File: src/rtl/pdaw_pkg.sv
package pdaw_pkg;

    // default drive ceiling
    localparam int DRIVE_MAX_DEF = 100;

    // field and datapath widths
    localparam int MEAS_W     = 12;
    localparam int TGT_W      = 12;
    localparam int ERR_W      = 13;
    localparam int DELTA_W    = 14;
    localparam int SUM_W      = 18;
    localparam int GAIN_W     = 16;
    localparam int OFF_W      = 7;
    localparam int DRV_W      = 7;
    localparam int NUM_W      = 50;
    localparam int MUL_B_W    = 16;
    localparam int PROD_W     = 66;
    localparam int DEN_W      = 42;
    localparam int DIV_W      = 65;
    localparam int CFG_IDX_W  = 3;
    localparam int CFG_DATA_W = 16;

    // gains and times are in thousandths
    localparam logic [MUL_B_W-1:0] K_MILLI = 16'd1000;

    // register reset values
    localparam logic [GAIN_W-1:0] RST_PROP_GAIN  = 16'd1000;
    localparam logic [GAIN_W-1:0] RST_INT_TIME   = 16'd1000;
    localparam logic [GAIN_W-1:0] RST_DER_TIME   = 16'd0;
    localparam logic [TGT_W-1:0]  RST_TARGET     = 12'd0;
    localparam logic [OFF_W-1:0]  RST_OFFSET     = 7'd50;
    localparam logic [GAIN_W-1:0] RST_INT_LIMIT  = 16'd1000;
    localparam logic [GAIN_W-1:0] RST_PERIOD     = 16'd50;

    // register indexes
    localparam logic [CFG_IDX_W-1:0] REG_PROP_GAIN = 3'd0;
    localparam logic [CFG_IDX_W-1:0] REG_INT_TIME  = 3'd1;
    localparam logic [CFG_IDX_W-1:0] REG_DER_TIME  = 3'd2;
    localparam logic [CFG_IDX_W-1:0] REG_TARGET    = 3'd3;
    localparam logic [CFG_IDX_W-1:0] REG_OFFSET    = 3'd4;
    localparam logic [CFG_IDX_W-1:0] REG_INT_LIMIT = 3'd5;
    localparam logic [CFG_IDX_W-1:0] REG_PERIOD    = 3'd6;

    // multiplier operand pairs
    localparam logic [3:0] MUL_NONE      = 4'd0;
    localparam logic [3:0] MUL_ERR_T     = 4'd1;
    localparam logic [3:0] MUL_TMP_KI    = 4'd2;
    localparam logic [3:0] MUL_SUM_T     = 4'd3;
    localparam logic [3:0] MUL_TMP_T     = 4'd4;
    localparam logic [3:0] MUL_DELTA_KD  = 4'd5;
    localparam logic [3:0] MUL_T_KI      = 4'd6;
    localparam logic [3:0] MUL_TMP_MILLI = 4'd7;
    localparam logic [3:0] MUL_TMP_KP    = 4'd8;

    // product writeback targets
    localparam logic [2:0] WB_NONE    = 3'd0;
    localparam logic [2:0] WB_TMP     = 3'd1;
    localparam logic [2:0] WB_NUM_SET = 3'd2;
    localparam logic [2:0] WB_NUM_ADD = 3'd3;
    localparam logic [2:0] WB_DEN     = 3'd4;

    typedef struct packed {
        logic [GAIN_W-1:0] prop_gain_milli;
        logic [GAIN_W-1:0] int_time_milli;
        logic [GAIN_W-1:0] der_time_milli;
        logic [TGT_W-1:0]  target_distance;
        logic [OFF_W-1:0]  drive_offset;
        logic [GAIN_W-1:0] integral_limit;
        logic [GAIN_W-1:0] period_ms;
    } t_cfg;

    typedef struct packed {
        logic       load;
        logic [3:0] mul_op;
        logic [2:0] wb_op;
        logic       mag;
        logic       div_init;
        logic       div_step;
        logic       fin;
    } t_dp_cmd;

    typedef struct packed {
        logic out_free;
    } t_dp_sts;

endpackage

File: src/rtl/pid_drive_with_antiwindup_top.sv
// an accepted item runs through the sequencer to o_out_valid; the block takes no new item until
// the sequencer is back in idle, which is put off while a finished result waits behind a
// stalled output register
// each item takes nine passes through one shared 50x16 multiplier and a restoring divider
// that produces one quotient bit per cycle
// reset (synchronous, active low) restores all registers to their defaults and clears the
// integral sum, the previous error and the output valid
module pid_drive_with_antiwindup_top #(
    parameter int DRIVE_MAX = pdaw_pkg::DRIVE_MAX_DEF
) (
    input  logic                               i_clk,
    input  logic                               i_rst_n,
    // input item channel
    input  logic                               i_in_valid,
    output logic                               o_in_stall,
    input  logic [pdaw_pkg::MEAS_W-1:0]        i_measured_distance,
    // result item channel
    output logic                               o_out_valid,
    input  logic                               i_out_stall,
    output logic [pdaw_pkg::DRV_W-1:0]         o_drive_value,
    output logic signed [pdaw_pkg::ERR_W-1:0]  o_control_error,
    // register write channel
    input  logic                               i_cfg_valid,
    output logic                               o_cfg_ready,
    input  logic [pdaw_pkg::CFG_IDX_W-1:0]     i_cfg_index,
    input  logic [pdaw_pkg::CFG_DATA_W-1:0]    i_cfg_data
);
    import pdaw_pkg::*;

    t_cfg    cfg;
    t_dp_cmd dp_cmd;
    t_dp_sts dp_sts;
    logic    busy;

    // gains, setpoint, offset, clamp and period
    pdaw_cfg u_cfg (
        .i_clk       (i_clk),
        .i_rst_n     (i_rst_n),
        .i_cfg_valid (i_cfg_valid),
        .o_cfg_ready (o_cfg_ready),
        .i_cfg_index (i_cfg_index),
        .i_cfg_data  (i_cfg_data),
        .o_cfg       (cfg)
    );

    // sequencer: numerator terms, denominator, magnitude, gain product, division, output
    pdaw_ctrl #(
        .DRIVE_MAX (DRIVE_MAX)
    ) u_ctrl (
        .i_clk      (i_clk),
        .i_rst_n    (i_rst_n),
        .i_in_valid (i_in_valid),
        .o_busy     (busy),
        .i_sts      (dp_sts),
        .o_cmd      (dp_cmd)
    );

    // error, clamped integral, shared multiplier, divider and output register
    pdaw_dp #(
        .DRIVE_MAX (DRIVE_MAX)
    ) u_dp (
        .i_clk               (i_clk),
        .i_rst_n             (i_rst_n),
        .i_cfg               (cfg),
        .i_cmd               (dp_cmd),
        .o_sts               (dp_sts),
        .i_measured_distance (i_measured_distance),
        .i_out_stall         (i_out_stall),
        .o_out_valid         (o_out_valid),
        .o_drive_value       (o_drive_value),
        .o_control_error     (o_control_error)
    );

    // an item is taken only while the sequencer is idle; the output register lets
    // the next item in while a finished result still waits
    assign o_in_stall = busy;

    // delivered drive never exceeds the ceiling
    a_drive_range: assert property (@(posedge i_clk) disable iff (!i_rst_n)
        o_out_valid |-> (32'(o_drive_value) <= DRIVE_MAX))
        else $error("drive above ceiling");

    // an accepted item starts the sequence
    a_busy_after_accept: assert property (@(posedge i_clk) disable iff (!i_rst_n)
        (i_in_valid && !o_in_stall) |=> o_in_stall)
        else $error("sequencer did not start on accepted item");

    // a new result only comes out of a running sequence
    a_result_from_work: assert property (@(posedge i_clk) disable iff (!i_rst_n)
        $rose(o_out_valid) |-> $past(o_in_stall))
        else $error("result without a computation");

endmodule

File: src/rtl/pdaw_cfg.sv
module pdaw_cfg (
    input  logic                                i_clk,
    input  logic                                i_rst_n,
    input  logic                                i_cfg_valid,
    output logic                                o_cfg_ready,
    input  logic [pdaw_pkg::CFG_IDX_W-1:0]      i_cfg_index,
    input  logic [pdaw_pkg::CFG_DATA_W-1:0]     i_cfg_data,
    output pdaw_pkg::t_cfg                      o_cfg
);
    import pdaw_pkg::*;

    t_cfg r_cfg;

    assign o_cfg_ready = 1'b1;
    assign o_cfg       = r_cfg;

    always_ff @(posedge i_clk) begin
        if (!i_rst_n) begin
            r_cfg.prop_gain_milli <= RST_PROP_GAIN;
            r_cfg.int_time_milli  <= RST_INT_TIME;
            r_cfg.der_time_milli  <= RST_DER_TIME;
            r_cfg.target_distance <= RST_TARGET;
            r_cfg.drive_offset    <= RST_OFFSET;
            r_cfg.integral_limit  <= RST_INT_LIMIT;
            r_cfg.period_ms       <= RST_PERIOD;
        end else if (i_cfg_valid) begin
            unique case (i_cfg_index)
                REG_PROP_GAIN: r_cfg.prop_gain_milli <= i_cfg_data[GAIN_W-1:0];
                REG_INT_TIME:  r_cfg.int_time_milli  <= i_cfg_data[GAIN_W-1:0];
                REG_DER_TIME:  r_cfg.der_time_milli  <= i_cfg_data[GAIN_W-1:0];
                REG_TARGET:    r_cfg.target_distance <= i_cfg_data[TGT_W-1:0];
                REG_OFFSET:    r_cfg.drive_offset    <= i_cfg_data[OFF_W-1:0];
                REG_INT_LIMIT: r_cfg.integral_limit  <= i_cfg_data[GAIN_W-1:0];
                REG_PERIOD:    r_cfg.period_ms       <= i_cfg_data[GAIN_W-1:0];
                default: ;
            endcase
        end
    end

endmodule

File: src/rtl/pdaw_dp.sv
module pdaw_dp #(
    parameter int DRIVE_MAX = pdaw_pkg::DRIVE_MAX_DEF
) (
    input  logic                               i_clk,
    input  logic                               i_rst_n,
    input  pdaw_pkg::t_cfg                     i_cfg,
    input  pdaw_pkg::t_dp_cmd                  i_cmd,
    output pdaw_pkg::t_dp_sts                  o_sts,
    input  logic [pdaw_pkg::MEAS_W-1:0]        i_measured_distance,
    input  logic                               i_out_stall,
    output logic                               o_out_valid,
    output logic [pdaw_pkg::DRV_W-1:0]         o_drive_value,
    output logic signed [pdaw_pkg::ERR_W-1:0]  o_control_error
);
    import pdaw_pkg::*;

    localparam int QUO_W  = $clog2(DRIVE_MAX + 128) + 1;
    localparam int SUMX_W = SUM_W + 1;
    localparam logic [QUO_W:0] DRIVE_MAX_V = (QUO_W + 1)'(DRIVE_MAX);

    logic [GAIN_W-1:0]          period_eff;
    logic [GAIN_W-1:0]          int_time_eff;
    logic signed [ERR_W-1:0]    load_err;
    logic signed [SUMX_W-1:0]   sum_raw;
    logic signed [SUMX_W-1:0]   lim_pos;
    logic signed [SUMX_W-1:0]   lim_neg;
    logic signed [SUM_W-1:0]    sum_clamped;
    logic signed [NUM_W-1:0]    mul_a;
    logic [MUL_B_W-1:0]         mul_b;
    logic signed [PROD_W:0]     mul_full;
    logic [DIV_W-1:0]           den_ext;
    logic [QUO_W:0]             off_ext;
    logic [QUO_W:0]             quo_ext;
    logic [QUO_W:0]             sum_up;
    logic [QUO_W:0]             drive_diff;
    logic [QUO_W:0]             drive_full;

    logic signed [ERR_W-1:0]    r_err;
    logic signed [SUM_W-1:0]    r_sum;
    logic signed [DELTA_W-1:0]  r_delta;
    logic signed [NUM_W-1:0]    r_tmp;
    logic signed [NUM_W-1:0]    r_num;
    logic signed [PROD_W-1:0]   r_prod;
    logic [DEN_W-1:0]           r_den;
    logic [DIV_W-1:0]           r_rem;
    logic [DIV_W-1:0]           r_dsr;
    logic [QUO_W-1:0]           r_quo;
    logic                       r_qsat;
    logic                       r_num_le0;
    logic                       r_out_valid;
    logic [DRV_W-1:0]           r_drive;
    logic signed [ERR_W-1:0]    r_error;

    // zero time constants count as one
    assign period_eff   = (i_cfg.period_ms == '0) ? GAIN_W'(1) : i_cfg.period_ms;
    assign int_time_eff = (i_cfg.int_time_milli == '0) ? GAIN_W'(1) : i_cfg.int_time_milli;

    // error and clamped integral for the incoming item
    assign load_err = $signed({1'b0, i_cfg.target_distance})
                    - $signed({1'b0, i_measured_distance});
    assign sum_raw  = SUMX_W'(r_sum) + SUMX_W'(load_err);
    assign lim_pos  = SUMX_W'($signed({1'b0, i_cfg.integral_limit}));
    assign lim_neg  = -lim_pos;

    always_comb begin
        if (sum_raw > lim_pos) begin
            sum_clamped = lim_pos[SUM_W-1:0];
        end else if (sum_raw < lim_neg) begin
            sum_clamped = lim_neg[SUM_W-1:0];
        end else begin
            sum_clamped = sum_raw[SUM_W-1:0];
        end
    end

    // shared multiplier operand select
    always_comb begin
        unique case (i_cmd.mul_op)
            MUL_ERR_T: begin
                mul_a = NUM_W'(r_err);
                mul_b = period_eff;
            end
            MUL_TMP_KI: begin
                mul_a = r_tmp;
                mul_b = int_time_eff;
            end
            MUL_SUM_T: begin
                mul_a = NUM_W'(r_sum);
                mul_b = period_eff;
            end
            MUL_TMP_T: begin
                mul_a = r_tmp;
                mul_b = period_eff;
            end
            MUL_DELTA_KD: begin
                mul_a = NUM_W'(r_delta);
                mul_b = i_cfg.der_time_milli;
            end
            MUL_T_KI: begin
                mul_a = NUM_W'($signed({1'b0, period_eff}));
                mul_b = int_time_eff;
            end
            MUL_TMP_MILLI: begin
                mul_a = r_tmp;
                mul_b = K_MILLI;
            end
            MUL_TMP_KP: begin
                mul_a = r_tmp;
                mul_b = i_cfg.prop_gain_milli;
            end
            default: begin
                mul_a = r_tmp;
                mul_b = '0;
            end
        endcase
    end

    assign mul_full = mul_a * $signed({1'b0, mul_b});
    assign den_ext  = DIV_W'(r_den);

    // final drive from quotient, remainder and sign of the numerator
    assign off_ext    = (QUO_W + 1)'(i_cfg.drive_offset);
    assign quo_ext    = {1'b0, r_quo};
    assign sum_up     = off_ext + quo_ext;
    assign drive_diff = off_ext - quo_ext - (QUO_W + 1)'(|r_rem);

    always_comb begin
        if (r_num_le0) begin
            drive_full = (r_qsat || sum_up > DRIVE_MAX_V) ? DRIVE_MAX_V : sum_up;
        end else if (r_qsat || quo_ext >= off_ext) begin
            drive_full = '0;
        end else begin
            // an offset above the ceiling still leaves the drive at the ceiling
            drive_full = (drive_diff > DRIVE_MAX_V) ? DRIVE_MAX_V : drive_diff;
        end
    end

    // integral and error state
    always_ff @(posedge i_clk) begin
        if (!i_rst_n) begin
            r_err <= '0;
            r_sum <= '0;
        end else if (i_cmd.load) begin
            r_err <= load_err;
            r_sum <= sum_clamped;
        end
    end

    always_ff @(posedge i_clk) begin
        if (i_cmd.load) begin
            r_delta <= DELTA_W'(r_err) - DELTA_W'(load_err);
        end
        if (i_cmd.mul_op != MUL_NONE) begin
            r_prod <= mul_full[PROD_W-1:0];
        end
        unique case (i_cmd.wb_op)
            WB_TMP:     r_tmp <= r_prod[NUM_W-1:0];
            WB_NUM_SET: r_num <= r_prod[NUM_W-1:0];
            WB_NUM_ADD: r_num <= r_num + r_prod[NUM_W-1:0];
            WB_DEN:     r_den <= r_prod[DEN_W-1:0];
            default: ;
        endcase
        if (i_cmd.mag) begin
            r_num_le0 <= r_num[NUM_W-1] || (r_num == '0);
            r_tmp     <= r_num[NUM_W-1] ? -r_num : r_num;
        end
        // restoring division, one quotient bit per step
        if (i_cmd.div_init) begin
            r_rem  <= r_prod[DIV_W-1:0];
            r_dsr  <= den_ext << (QUO_W - 1);
            r_qsat <= r_prod[DIV_W-1:0] >= (den_ext << QUO_W);
            r_quo  <= '0;
        end else if (i_cmd.div_step) begin
            if (r_rem >= r_dsr) begin
                r_rem <= r_rem - r_dsr;
                r_quo <= {r_quo[QUO_W-2:0], 1'b1};
            end else begin
                r_quo <= {r_quo[QUO_W-2:0], 1'b0};
            end
            r_dsr <= r_dsr >> 1;
        end
    end

    // output register
    always_ff @(posedge i_clk) begin
        if (!i_rst_n) begin
            r_out_valid <= 1'b0;
        end else if (i_cmd.fin) begin
            r_out_valid <= 1'b1;
        end else if (!i_out_stall) begin
            r_out_valid <= 1'b0;
        end
    end

    always_ff @(posedge i_clk) begin
        if (i_cmd.fin) begin
            r_drive <= drive_full[DRV_W-1:0];
            r_error <= r_err;
        end
    end

    assign o_sts.out_free   = !r_out_valid || !i_out_stall;
    assign o_out_valid      = r_out_valid;
    assign o_drive_value    = r_drive;
    assign o_control_error  = r_error;

endmodule

File: src/rtl/pdaw_ctrl.sv
module pdaw_ctrl #(
    parameter int DRIVE_MAX = pdaw_pkg::DRIVE_MAX_DEF
) (
    input  logic               i_clk,
    input  logic               i_rst_n,
    input  logic               i_in_valid,
    output logic               o_busy,
    input  pdaw_pkg::t_dp_sts  i_sts,
    output pdaw_pkg::t_dp_cmd  o_cmd
);
    import pdaw_pkg::*;

    localparam int QUO_W = $clog2(DRIVE_MAX + 128) + 1;
    localparam int CNT_W = $clog2(QUO_W);

    localparam logic [4:0] S_IDLE     = 5'd0;
    localparam logic [4:0] S_M1       = 5'd1;
    localparam logic [4:0] S_W1       = 5'd2;
    localparam logic [4:0] S_M2       = 5'd3;
    localparam logic [4:0] S_W2       = 5'd4;
    localparam logic [4:0] S_M3       = 5'd5;
    localparam logic [4:0] S_W3       = 5'd6;
    localparam logic [4:0] S_M4       = 5'd7;
    localparam logic [4:0] S_W4       = 5'd8;
    localparam logic [4:0] S_M5       = 5'd9;
    localparam logic [4:0] S_W5       = 5'd10;
    localparam logic [4:0] S_M6       = 5'd11;
    localparam logic [4:0] S_W6       = 5'd12;
    localparam logic [4:0] S_M7       = 5'd13;
    localparam logic [4:0] S_W7       = 5'd14;
    localparam logic [4:0] S_M8       = 5'd15;
    localparam logic [4:0] S_W8       = 5'd16;
    localparam logic [4:0] S_MAG      = 5'd17;
    localparam logic [4:0] S_M9       = 5'd18;
    localparam logic [4:0] S_DIV_INIT = 5'd19;
    localparam logic [4:0] S_DIV      = 5'd20;
    localparam logic [4:0] S_FIN      = 5'd21;

    logic [4:0]       r_state;
    logic [4:0]       n_state;
    logic [CNT_W-1:0] r_cnt;
    logic [CNT_W-1:0] n_cnt;

    always_comb begin
        n_state = r_state;
        n_cnt   = r_cnt;
        o_cmd   = '0;
        unique case (r_state)
            S_IDLE: begin
                if (i_in_valid) begin
                    o_cmd.load = 1'b1;
                    n_state    = S_M1;
                end
            end
            // e*T*Ki
            S_M1: begin o_cmd.mul_op = MUL_ERR_T;     n_state = S_W1; end
            S_W1: begin o_cmd.wb_op  = WB_TMP;        n_state = S_M2; end
            S_M2: begin o_cmd.mul_op = MUL_TMP_KI;    n_state = S_W2; end
            S_W2: begin o_cmd.wb_op  = WB_NUM_SET;    n_state = S_M3; end
            // sum*T*T
            S_M3: begin o_cmd.mul_op = MUL_SUM_T;     n_state = S_W3; end
            S_W3: begin o_cmd.wb_op  = WB_TMP;        n_state = S_M4; end
            S_M4: begin o_cmd.mul_op = MUL_TMP_T;     n_state = S_W4; end
            S_W4: begin o_cmd.wb_op  = WB_NUM_ADD;    n_state = S_M5; end
            // Kd*delta*Ki
            S_M5: begin o_cmd.mul_op = MUL_DELTA_KD;  n_state = S_W5; end
            S_W5: begin o_cmd.wb_op  = WB_TMP;        n_state = S_M6; end
            S_M6: begin o_cmd.mul_op = MUL_TMP_KI;    n_state = S_W6; end
            S_W6: begin o_cmd.wb_op  = WB_NUM_ADD;    n_state = S_M7; end
            // denominator 1000*T*Ki
            S_M7: begin o_cmd.mul_op = MUL_T_KI;      n_state = S_W7; end
            S_W7: begin o_cmd.wb_op  = WB_TMP;        n_state = S_M8; end
            S_M8: begin o_cmd.mul_op = MUL_TMP_MILLI; n_state = S_W8; end
            S_W8: begin o_cmd.wb_op  = WB_DEN;        n_state = S_MAG; end
            S_MAG: begin o_cmd.mag   = 1'b1;          n_state = S_M9; end
            S_M9: begin o_cmd.mul_op = MUL_TMP_KP;    n_state = S_DIV_INIT; end
            S_DIV_INIT: begin
                o_cmd.div_init = 1'b1;
                n_cnt          = CNT_W'(QUO_W - 1);
                n_state        = S_DIV;
            end
            S_DIV: begin
                o_cmd.div_step = 1'b1;
                if (r_cnt == '0) begin
                    n_state = S_FIN;
                end else begin
                    n_cnt = r_cnt - CNT_W'(1);
                end
            end
            S_FIN: begin
                if (i_sts.out_free) begin
                    o_cmd.fin = 1'b1;
                    n_state   = S_IDLE;
                end
            end
            default: n_state = S_IDLE;
        endcase
    end

    always_ff @(posedge i_clk) begin
        if (!i_rst_n) begin
            r_state <= S_IDLE;
            r_cnt   <= '0;
        end else begin
            r_state <= n_state;
            r_cnt   <= n_cnt;
        end
    end

    assign o_busy = (r_state != S_IDLE);

endmodule

File: config.mk
export PLATFORM = sky130hd
export DESIGN_NAME = pid_drive_with_antiwindup_top
export DESIGN_NICKNAME = d
export VERILOG_FILES = /design/src/rtl/pdaw_pkg.sv /design/src/rtl/pid_drive_with_antiwindup_top.sv /design/src/rtl/pdaw_cfg.sv /design/src/rtl/pdaw_dp.sv /design/src/rtl/pdaw_ctrl.sv
export SDC_FILE = /design/constraint.sdc
export NUM_CORES = 2
export LEC_CHECK = 0
export BUFFER_PORTS_ARGS = -buffer_cell sky130_fd_sc_hd__buf_4
export CORE_MARGIN = 2
export CORE_UTILIZATION = 35
export DETAILED_ROUTE_END_ITERATION = 7
export HOLD_SLACK_MARGIN = 0.02
export SLEW_MARGIN = 20
export SYNTH_ARGS = -nofsm -noshare
export SYNTH_HDL_FRONTEND = slang
export SYNTH_SLANG_ARGS = --single-unit
File: constraint.sdc
create_clock -name i_clk -period 12.6 [get_ports i_clk]
set_input_delay 1.26 -clock i_clk [delete_from_list [all_inputs] [get_ports i_clk]]
set_output_delay 1.26 -clock i_clk [all_outputs]
set_load 0.05 [all_outputs]
; ---- After elaboration in Yosys (flattened, before gate mapping)
; Cells that the tools add are included.
[op_classes]
addsub = 11
mul = 1
magnitude_cmp = 7
eq_ne = 44
n_mux = 37
reduce_logical = 35
[ops]
columns = operator, count
row1 = two-way mux 50 bit, 5
row2 = one-hot mux 50 bit (4 select lines), 1
row3 = two-way mux 65 bit, 3
row4 = one-hot mux 5 bit (22 select lines), 1
row5 = one-hot mux 50 bit (2 select lines), 1
row6 = one-hot mux 16 bit (5 select lines), 1
row7 = >= comparator 65 x 50 -> 1 bit, 1
row8 = >= comparator 65 x 51 -> 1 bit, 1
row9 = multiplier 50 x 17 -> 65 bit, 1
row10 = OR reduction 65 bit, 1
row11 = subtractor 65 x 50 -> 65 bit, 1
row12 = adder 50 bit, 1
row13 = logical NOT 50 bit, 1
row14 = negation 50 bit, 1
row15 = "equality test 5 x 4 -> 1 bit, second input constant", 8
row16 = two-way mux 18 bit, 2
row17 = logical NOT 16 bit, 2
row18 = two-way mux 16 bit, 2
row19 = one-hot mux 4 bit (8 select lines), 1
row20 = "equality test 5 bit, second input constant", 6
row21 = two-way mux 7 bit, 4
row22 = "equality test 5 x 3 -> 1 bit, second input constant", 4
row23 = "> comparator 10 x 7 -> 1 bit, second input constant", 2
row24 = adder 18 x 13 -> 19 bit, 1
row25 = other kinds (39), 83
[totals]
reg_bits = 507
input_bits = 36
elab_cells = 160

; ---- Logic depth before layout (Yosys ltp)
[logic_depth]
depth_word = 7
ltp_mapped = 36
ltp_nobuf = 34

; ---- Modules after synthesis
; From an unflattened synthesis, not the netlist that was laid out.
[hier_totals]
cells_unflattened = 6630
area_unflattened_um2 = 58676.3
[by_module_without_submodules]
columns = mod, n_inst, cells_each, area_per_inst_um2, seq_area_each_um2
row1 = pdaw_dp, 1, 6183, 54243.3, 11491.0
row2 = pdaw_cfg, 1, 357, 3746.1, 1981.9
row3 = pdaw_ctrl, 1, 90, 686.9, 180.2

; ---- Worst setup path before layout
; OpenSTA, ideal clock, no wires.
[synth_timing]
path_kind = register to register
startpoint = reg u_ctrl.r_state[2]
endpoint = reg u_dp.r_prod[50] (data pin)
setup_time_ps = 259
t_arrival_ps = 7966
t_required_ps = 12341
slack_ps = 4374
path_stages_with_launch = 34
n_path_buf = 5
synth_period_minus_slack_ps = 8226
cell_sequence = dfxtp_1 > clkbuf_1 > nand2_1 > nor2_1 > nor2_1 > nor2_1 > and2_1 > clkbuf_1 > clkbuf_1 > a221o_1 > clkbuf_1 > clkbuf_1 > nand2_1 > fa_1 > fa_1 > fa_1 > inv_1 > fa_1 > fa_1 > inv_1 > fa_1 > inv_1 > ha_1 > a21o_1 > a21o_1 > a21oi_1 > o21ai_0 > a211oi_1 > o22ai_2 > a221o_1 > a41o_1 > a21oi_1 > o21ai_0 > xnor2_1
[synth_between]
elab_chain_len = 7
word_cells_on_any_way = 24
cone_classes = mul: 1 / eq/ne: 17 / mux: 3 / reduce/logical: 3
[synth_lines]
columns = item, line_no
row1 = "start, declared", pdaw_ctrl.sv:39  ; logic [4:0] r_state;
row2 = "start signal, assigned", pdaw_ctrl.sv:105  ; r_state <= n_state;
row3 = equality test 5 x 2 -> 1 bit or equality test 5 x 4 -> 1 bit (tied branches), pdaw_ctrl.sv:48  ; unique case (r_state)
row4 = OR reduction 2 bit (no source line), n/a
row5 = one-hot mux 4 bit (8 select lines) *, pdaw_ctrl.sv:48
row6 = equality test 4 x 1 -> 1 bit (tied with other cells), pdaw_dp.sv:77  ; unique case (i_cmd.mul_op)
row7 = OR reduction 3 bit (no source line) or OR reduction 2 bit (tied branches), n/a
row8 = one-hot mux 16 bit (5 select lines), pdaw_dp.sv:77
row9 = multiplier 50 x 17 -> 65 bit *, pdaw_dp.sv:117  ; assign mul_full = mul_a * $signed({1'b0, mul_b});
row10 = named net u_dp.mul_full[50], pdaw_dp.sv:30  ; logic signed [PROD_W:0] mul_full;
row11 = "end signal, assigned", pdaw_dp.sv:153  ; r_prod <= mul_full[PROD_W-1:0];
row12 = "end, declared", pdaw_dp.sv:43  ; logic signed [PROD_W-1:0] r_prod;
; The timed path passes the listed nets; every way through them passes the cells marked *.
; A chain may end at the register's enable or synchronous reset.

; ---- Final worst setup path
[layout_timing]
startpoint = reg u_ctrl.r_state[2]
endpoint = reg u_dp.r_prod[52] (data pin)
; Same word-level chain as after synthesis.

==> results.cfg <==
[final_layout]
nFillCells = 16600
area_growth_pct = 8.33
layout.cells.non_filler = 8681
utilization_pct = 38.1
fin_area_um2 = 62600
layout.nets = 7614
drive_gt1_share_pct = 4.81

[critical_path]
cp.arrival_ps = 10420
crit_type = reg -> reg
cpMostUsedCell = fa_1
path_max_fanout = 27
reg2reg_depth = 29
slowest_stage = a221o_1
r2r_slack_ps = 2560
rr_startpoint = u_ctrl.r_state[2]
critPathMaxStageDelay_ps = 990
cp-start-kind = flip-flop
critical_path_required_ps = 12980
timing.rr.end = u_dp.r_prod[52]
end_kind = flip-flop

[power_and_ir_drop]
total_power_mw = 9.74
clkPwrFrac_pct = 18.5
power_switching_mw = 4.49
switching_share_pct = 46.1
peakVddDrop_uv = 107
intPower_mw = 5.25
power_frac_comb_pct = 55.1
power_per_cell_area_nw_per_um2 = 155
power.leakage_nw = 27.9
p_seq_share_pct = 26.4

[floorplanning]
ioPinCount = 59
fp-row-count = 149
die_h_um = 410
dieArea_um2 = 168000
start_util_pct = 35.2
die_x_um = 410
core_area_um2 = 164000

[detailed_routing]
route.detailed.drc = 1
dr.first_iter.drc_count = 4181
viasPerCell = 5.28
routed_wl_um = 172000
vias = 45900
drt-pass1-iter-count = 8
antenna_left = 0
routedWlPerCell_um = 19.8

[timing]
period_needed_ps = 10040
maxSlewHeadroom_pct = 16.5
final.setup.tns_ps = 0
fmax_mhz = 99.6
finalHoldViolations = 0
fin_ws_ps = 2560
skew_ps = 35.4
setup_viol = 0
holdWs_ps = 454
period_share_pct = 79.7
worstMarginPinSlew_ps = 1240
rsz0062_at_grt = false
slew_viol_final = 0

[synthesis]
ys.flop_type = edfxtp_1
yosysWarnings = 0
synth-async-reset-ratio_pct = 0
syn_area_um2 = 57800
synth_top_cell_area_share_pct = 25.6
seq_area_frac_synth_pct = 23.6
synth_cell_type_count = 94
synth_top_cells_by_area = fa_1 (26%), edfxtp_1 (18%), ha_1 (8.6%)
syn_inst = 6536
synth_area_per_cell_um2 = 8.85
synth_largest_area_cell = fa_1
synth_seq_cells = 507
synth_edf_count = 350
synthesis.nets = 7710

[global_routing]
grt_use_total_pct = 20.3
grt_max_degree = 102
antenna_found_initial = 0
grt_overflow = 0
grt_pass1_wl_um = 270000
grt_pass1_vias = 46300

[run_status]
violations = DRC
status = finished with violations

[place]
io_buffers = 57
placed_area_um2 = 60600
globalplace.congestion = 0.947
placed_cells = 8566
dp_hpwl_um = 134000
place_ws_ps = 2500

[clocking]
clock_latency_ps = 670
clkTransAtPathRegs_ps = 60
cts_tree = yes
htreeDepth = 2
ctsResizeCount = 0
clockBufferDepth = 3
hold_buffers = 0
postCtsSetupBuffers = 0
cts_buffers = 61
clkSinkCount = 507
cts_root_buffer = clkbuf_16

[min_path]
min_from = u_cfg.o_cfg[54]
min_to = u_cfg.o_cfg[54]
hold_class = reg -> reg
holdPathStages = 2

[flow_run]
maxCapViolCount = 0
## cells in the final DEF, fill, tap and decap left out, types with 125 or more instances in the layout
cell,n
dfxtp_1,157
o21ai_0,268
ha_1,399
nor2_1,543
nand2_1,959
buf_4,125
edfxtp_1,350
xnor2_1,148
a21oi_1,368
fa_1,739
inv_1,1072
## cell type report
class                           instances  area (um^2)  area share, %
Multi-Input combinational cell       4671        39200           62.7
Timing Repair Buffer                  125          938           1.50
Antenna cell                            1         2.50        0.00400
Clock inverter                         39          383          0.611
Sequential cell                       507        13700           21.8
Tap cell                             2189         2740           4.37
Clock buffer                           75         1640           2.62
Inverter                             1074         4030           6.44
## power by group through the flow
stage               sequential (mW)  clock (mW)  combinational [mW]
floorplan                      2.36           0                3.90
global placement               2.59           0                5.20
detailed placement             2.59           0                5.28
CTS                            2.56        1.83                5.32
global route                   2.59        1.90                6.02
finish                         2.57        1.80                5.37
## cell families after synthesis
family | Yosys count | share of synthesized area (%)
simple gates | 1997 | 15.0
buf+inv | 1358 | 8.82
compound gates | 1228 | 13.6
fa+ha+maj | 1138 | 34.2
flops | 507 | 23.6
xor+xnor | 263 | 3.98
mux | 44 | 0.809
other cells | 1 | 0.00649
## Yosys cell counts (51+ instances only)
library cell / instances
xor2_1: 115
o21ai_0: 275
nand4_1: 57
a21oi_1: 371
dfxtp_1: 157
o21a_1: 81
nor2_1: 545
ha_1: 399
nor3_1: 64
nand2b_1: 51
nor2b_1: 53
a21o_1: 108
clkbuf_1: 245
nand2_1: 963
edfxtp_1: 350
fa_1: 739
xnor2_1: 148
inv_1: 1074
nand3_1: 91
## layer usage
metal / vias up / share of wire, % / global-route usage, %
met3: 254 / 7.3 / 2.69
met4: 0 / 2.9 / 5.82
li1: 21200 / - / -
met2: 1609 / 44 / 31.9
met1: 22800 / 45 / 29.1
met5: - / 0 / 0
## worst max-delay path, delay by kind of cell, from the launching register on
family          cells  cell delay, ps
flops               1             920
buf+inv             5             810
xor+xnor            1             100
fa+ha+maj           7            3440
compound gates      6            2250
simple gates       10            2210
## how the worst max path moves through the flow
stage | from | to | slack [ps] | depth (start not counted)
2_1_floorplan | u_ctrl.r_state[2] | u_dp.r_prod[50] | 4370 | 33
4_1_cts | u_ctrl.r_state[2] | u_dp.r_prod[52] | 2450 | 28
6_report | u_ctrl.r_state[2] | u_dp.r_prod[52] | 2560 | 29
5_1_grt | u_ctrl.r_state[2] | u_dp.r_prod[52] | 2060 | 29
3_5_place_dp | u_ctrl.r_state[2] | u_dp.r_prod[52] | 2500 | 28
3_3_place_gp | u_ctrl.r_state[2] | u_dp.r_prod[64] | 2630 | 23
## registers in the layout, indices dropped and copies added (netlist names), 5 cells and up
register              flops
u_dp.r_rem               65
u_dp.r_err               13
u_dp.r_delta             14
u_ctrl.r_state            5
u_dp.o_drive_value        7
u_cfg.o_cfg              99
u_dp.o_control_error     13
u_dp.r_den               42
u_dp.r_tmp               50
u_dp.r_quo                9
u_dp.r_dsr               50
u_dp.r_num               50
u_dp.r_sum               18
u_dp.r_prod              65
Power figures use the tool's default switching activity.
